[src/rtl/asod_pkg.sv]
// ----------------------------------------------------------------------------
// asod_pkg: shared types and constants for the still/orientation detector
// Datapath command/status structs, opcodes and fixed-point constants.
// ----------------------------------------------------------------------------
package asod_pkg;

  localparam int unsigned TimeW    = 40;
  localparam int unsigned AxisN    = 3;
  localparam int unsigned HoldoffUs = 200000;
  localparam int unsigned GravLsb  = 10042;
  localparam logic [TimeW-1:0] TimeMax = {TimeW{1'b1}};

  // item opcodes
  localparam logic [1:0] OpStart  = 2'd0;
  localparam logic [1:0] OpSample = 2'd1;

  // register indexes
  localparam logic [2:0] RegLenient  = 3'd0;
  localparam logic [2:0] RegThr      = 3'd1;
  localparam logic [2:0] RegTimeNorm = 3'd2;
  localparam logic [2:0] RegTimeLen  = 3'd3;
  localparam logic [2:0] RegTimeout  = 3'd4;
  localparam logic [2:0] RegErrLim   = 3'd5;
  localparam logic [2:0] RegEmaW     = 3'd6;
  localparam logic [2:0] RegGravThr  = 3'd7;

  typedef enum logic [2:0] {
    ST_IDLE,
    ST_PREP,
    ST_AXIS,
    ST_DECIDE,
    ST_OUT
  } state_e;

  // controller -> datapath
  typedef struct packed {
    logic       load;    // capture the input word
    logic       prep;    // compute weight, thresholds
    logic       axis;    // process one axis
    logic [1:0] axis_idx;
    logic       decide;  // finish the item, produce a result
  } dp_cmd_t;

  // datapath -> controller
  typedef struct packed {
    logic fast;  // item needs no sample processing
  } dp_sts_t;

endpackage

[src/rtl/asod_ctrl.sv]
// ----------------------------------------------------------------------------
// asod_ctrl: sequencer for one word at a time
// Load, prepare, three axis steps, decide, hold result until taken.
// ----------------------------------------------------------------------------
module asod_ctrl (
  input  logic              clk_i,
  input  logic              rst_ni,
  input  logic              in_valid_i,
  output logic              in_stall_o,
  output logic              out_valid_o,
  input  logic              out_stall_i,
  output asod_pkg::dp_cmd_t cmd_o,
  input  asod_pkg::dp_sts_t sts_i
);

  asod_pkg::state_e st_q, st_d;
  logic [1:0]       ax_q, ax_d;
  logic             ov_q, ov_d;

  // state register
  always_ff @(posedge clk_i or negedge rst_ni) begin
    if (!rst_ni) begin
      st_q <= asod_pkg::ST_IDLE;
      ax_q <= '0;
      ov_q <= 1'b0;
    end else begin
      st_q <= st_d;
      ax_q <= ax_d;
      ov_q <= ov_d;
    end
  end

  // next state and commands
  always_comb begin
    st_d  = st_q;
    ax_d  = ax_q;
    ov_d  = ov_q;
    cmd_o = '0;
    cmd_o.axis_idx = ax_q;
    in_stall_o = 1'b1;
    if (ov_q && !out_stall_i) ov_d = 1'b0;
    case (st_q)
      asod_pkg::ST_IDLE: begin
        in_stall_o = 1'b0;
        if (in_valid_i) begin
          cmd_o.load = 1'b1;
          st_d = asod_pkg::ST_PREP;
        end
      end
      asod_pkg::ST_PREP: begin
        cmd_o.prep = 1'b1;
        ax_d = '0;
        st_d = sts_i.fast ? asod_pkg::ST_DECIDE : asod_pkg::ST_AXIS;
      end
      asod_pkg::ST_AXIS: begin
        cmd_o.axis = 1'b1;
        ax_d = ax_q + 2'd1;
        if (ax_q == 2'd2) st_d = asod_pkg::ST_DECIDE;
      end
      asod_pkg::ST_DECIDE: begin
        // wait until the output register is free
        if (!ov_d) begin
          cmd_o.decide = 1'b1;
          ov_d = 1'b1;
          st_d = asod_pkg::ST_IDLE;
        end
      end
      default: st_d = asod_pkg::ST_IDLE;
    endcase
  end

  assign out_valid_o = ov_q;

  a_one_cmd: assert property (@(posedge clk_i) disable iff (!rst_ni)
    $onehot0({cmd_o.load, cmd_o.prep, cmd_o.axis, cmd_o.decide}))
    else $error("overlapping commands");
  a_dec_ov: assert property (@(posedge clk_i) disable iff (!rst_ni)
    cmd_o.decide |=> ov_q) else $error("result lost");
  a_ax_rng: assert property (@(posedge clk_i) disable iff (!rst_ni)
    st_q == asod_pkg::ST_AXIS |-> ax_q != 2'd3) else $error("axis overrun");

endmodule

[config.mk]
export PLATFORM = sky130hd
export DESIGN_NAME = asod_ctrl
export DESIGN_NICKNAME = d
export VERILOG_FILES = /design/src/rtl/asod_pkg.sv /design/src/rtl/asod_ctrl.sv
export SDC_FILE = /design/constraint.sdc
export NUM_CORES = 1
export LEC_CHECK = 0
export BUFFER_PORTS_ARGS = -buffer_cell sky130_fd_sc_hd__buf_2
export CAP_MARGIN = 20
export CORE_AREA = 2 2 39 41
export CTS_BUF_LIST = sky130_fd_sc_hd__clkbuf_16
export DETAILED_ROUTE_END_ITERATION = 6
export DIE_AREA = 0 0 41 43
export PLACE_DENSITY = 0.5
export RECOVER_POWER = 100
export SYNTH_ARGS = -nofsm -noshare
export SYNTH_HDL_FRONTEND = slang
export SYNTH_SLANG_ARGS = --single-unit
[constraint.sdc]
create_clock -name clk_i -period 3 [get_ports clk_i]
set_input_delay 0.45 -clock clk_i [delete_from_list [all_inputs] [get_ports clk_i]]
set_output_delay 0.45 -clock clk_i [all_outputs]
set_load 0.05 [all_outputs]
==> flow_metrics.env <==
export IMPL_status="finished, final reports clean"
export IMPL_rsz0062_at_grt="no"
export IMPL_seqCellArea_sq_um=125
export IMPL_drt_iter0_markers=0
export IMPL_multi_input_comb_area_sq_um=158
export IMPL_numPortBuffers=12
export IMPL_utilization_pct=32.7
export IMPL_synth_flop_cell="dfrtp_1"
export IMPL_die_h_um=43
export IMPL_synth_cell_types=15
export IMPL_avgSynthCellArea_sq_um=10.7
export IMPL_finalCritPeriodShare_pct=65.0
export IMPL_required_ns=2.55
export IMPL_ys_warn_count=0
export IMPL_nNetsFinal=56
export IMPL_final_setup_viol_count=0
export IMPL_syn2layout_area_growth_pct=45.4
export IMPL_dieWidth_um=41
export IMPL_fillers=154
export IMPL_path_max_fanout=4
export IMPL_yosysTopAreaCellShare_pct=40.2
export IMPL_routedWlPerCell_um=8.97
export IMPL_wl_um=547
export IMPL_row_count=14
export IMPL_dieArea_sq_um=1760
export IMPL_async_flop_share_pct=100
export IMPL_clk_latency_ns=0.22
export IMPL_gr_total_overflow=0
export IMPL_synthTopCellsByCount="dfrtp_1, ha_1, inv_1"
export IMPL_slew_headroom_pct=60.3
export IMPL_synth_seq_cells=5
export IMPL_cts_buffers_inserted=3
export IMPL_post_cts_buffers=0
export IMPL_synth_top_area_cell="dfrtp_1"
export IMPL_start_kind="flip-flop"
export IMPL_hpwl_um=474
export IMPL_synth_edf_count=0
export IMPL_drcViolationCount=0
export IMPL_reg2reg_slack_ns=1.47
export IMPL_cts_max_level=1
export IMPL_grt_max_degree=6
export IMPL_antenna_found_initial=0
export IMPL_cts_root_buf="clkbuf_16"
export IMPL_core_area_sq_um=1380
export IMPL_maxCapViolCount=0
export IMPL_finalMaxSlewViolations=0
export IMPL_grt_usage_pct=8.29
export IMPL_hold_violations=0
export IMPL_min_period_ns=1.95
export IMPL_clock_sinks=5
export IMPL_cts_resized_gates=0
export IMPL_gp_congestion=0.638
export IMPL_worstSetupPathType="flip-flop to primary output"
export IMPL_synth_cells=29
export IMPL_seq_area_frac_synth_pct=40.2
export IMPL_timing_hold_ws_ns=0.0646
export IMPL_synth_fp_nets=39
export IMPL_first_global_vias=246
export IMPL_grt_pass1_wl_um=890
export IMPL_vias=262
export IMPL_fmax_mhz=513
export IMPL_viasPerCell=4.30
export IMPL_antenna_cells=0
export IMPL_hold_class="primary input to asynchronous set/reset pin"
export IMPL_ys_top_cells_by_area="dfrtp_1, ha_1, inv_1, o221ai_2, mux2_1"
export IMPL_postCtsHoldBufs=0
export IMPL_cp_end_kind="primary output"
export IMPL_fin_skew_ns=0.000305
export IMPL_dr_pass1_iters=1
export IMPL_clk_pin_slew_ns=0.03
export IMPL_start_util_pct=22.5
export IMPL_cts_max_path_buffers=2
export IMPL_cp_arrival_ns=1.50
export IMPL_drive_gt1_share_pct=17.8
export IMPL_worst_slew_pin_slew_ns=0.598
export IMPL_cts_tree="done"
export IMPL_tns_ns=0
export IMPL_syn_area_sq_um=312
export IMPL_top_level_ports=13
export IMPL_drtAntennaViolNets=0
==> area by class of cell <==
type / count / share of cell area, %
Clock buffer: 3 / 16.6
Clock inverter: 1 / 0.829
Multi-Input combinational cell: 18 / 34.8
Inverter: 6 / 4.97
Tap cell: 16 / 4.42
Timing Repair Buffer: 12 / 10.8
Sequential cell: 5 / 27.6
==> critical path: stages, from the launching register on <==
cell and delay (ns):
dfrtp_1 0.40, inv_1 0.09, ha_1 0.20, and2_1 0.13, clkbuf_1 0.46
==> routing by layer <==
layer	vias up	global-route usage, %	wire length (um)
li1	136	-	-
met3	0	3.14	42
met2	7	12.2	274
met1	119	7.24	230
met5	-	0	0
met4	0	10.0	0
==> per-stage QoR <==
stage	cell area [sq um]	std cells	setup WS, ns
2_1_floorplan	312	29	0.778
4_1_cts	470	61	1.25
6_report	453	61	1.05
3_5_place_dp	392	57	1.49
3_3_place_gp	392	57	1.49
5_1_grt	453	61	0.922
==> cells in the final DEF, fill, tap and decap left out <==
| master | netlist | final |
|---|---|---|
| inv_1 | 4 | 5 |
| mux2_1 | 1 | 1 |
| inv_2 | 2 | 2 |
| o221ai_1 | 1 | 2 |
| a21boi_0 | 1 | 1 |
| dfrtp_1 | 5 | 5 |
| o2bb2ai_1 | 1 | 1 |
| nand3b_1 | 1 | 1 |
| a211o_1 | 1 | 1 |
| a21o_1 | 1 | 1 |
| nand3_1 | 2 | 2 |
| clkbuf_16 | 0 | 3 |
| ha_1 | 5 | 5 |
| and2_1 | 1 | 1 |
| o21ai_0 | 2 | 2 |
| buf_2 | 0 | 3 |
| clkbuf_1 | 0 | 9 |
==> cells by family after synthesis <==
group	Yosys count	share of synthesized area, %
AOI/OAI and AO/OA	8	21.3
adders and majority gates	5	20.1
buffers and inverters	6	7.23
DFF	5	40.2
muxes	1	3.61
and+or+nand+nor	4	7.63
==> registers in the layout, summed over array words and instances (netlist names) <==
signal and cells:
st_q 2, ax_q 2, out_valid_o 1
==> worst paths after layout <==
path | depth (start not counted) | start | to
setup / recovery | 4 | st_q[0] | cmd_o[5]
hold / removal | 1 | rst_ni | ax_q[0]
setup reg to reg | 5 | st_q[0] | st_q[1]
hold reg to reg | 1 | out_valid_o | out_valid_o
max in group asynchronous | 1 | rst_ni | out_valid_o
min in group clk_i | 2 | out_stall_i | out_valid_o
Power is left out: the tool's default activity adds up to more than one toggle a clock period on the data nets, which glitch-free logic cannot reach.
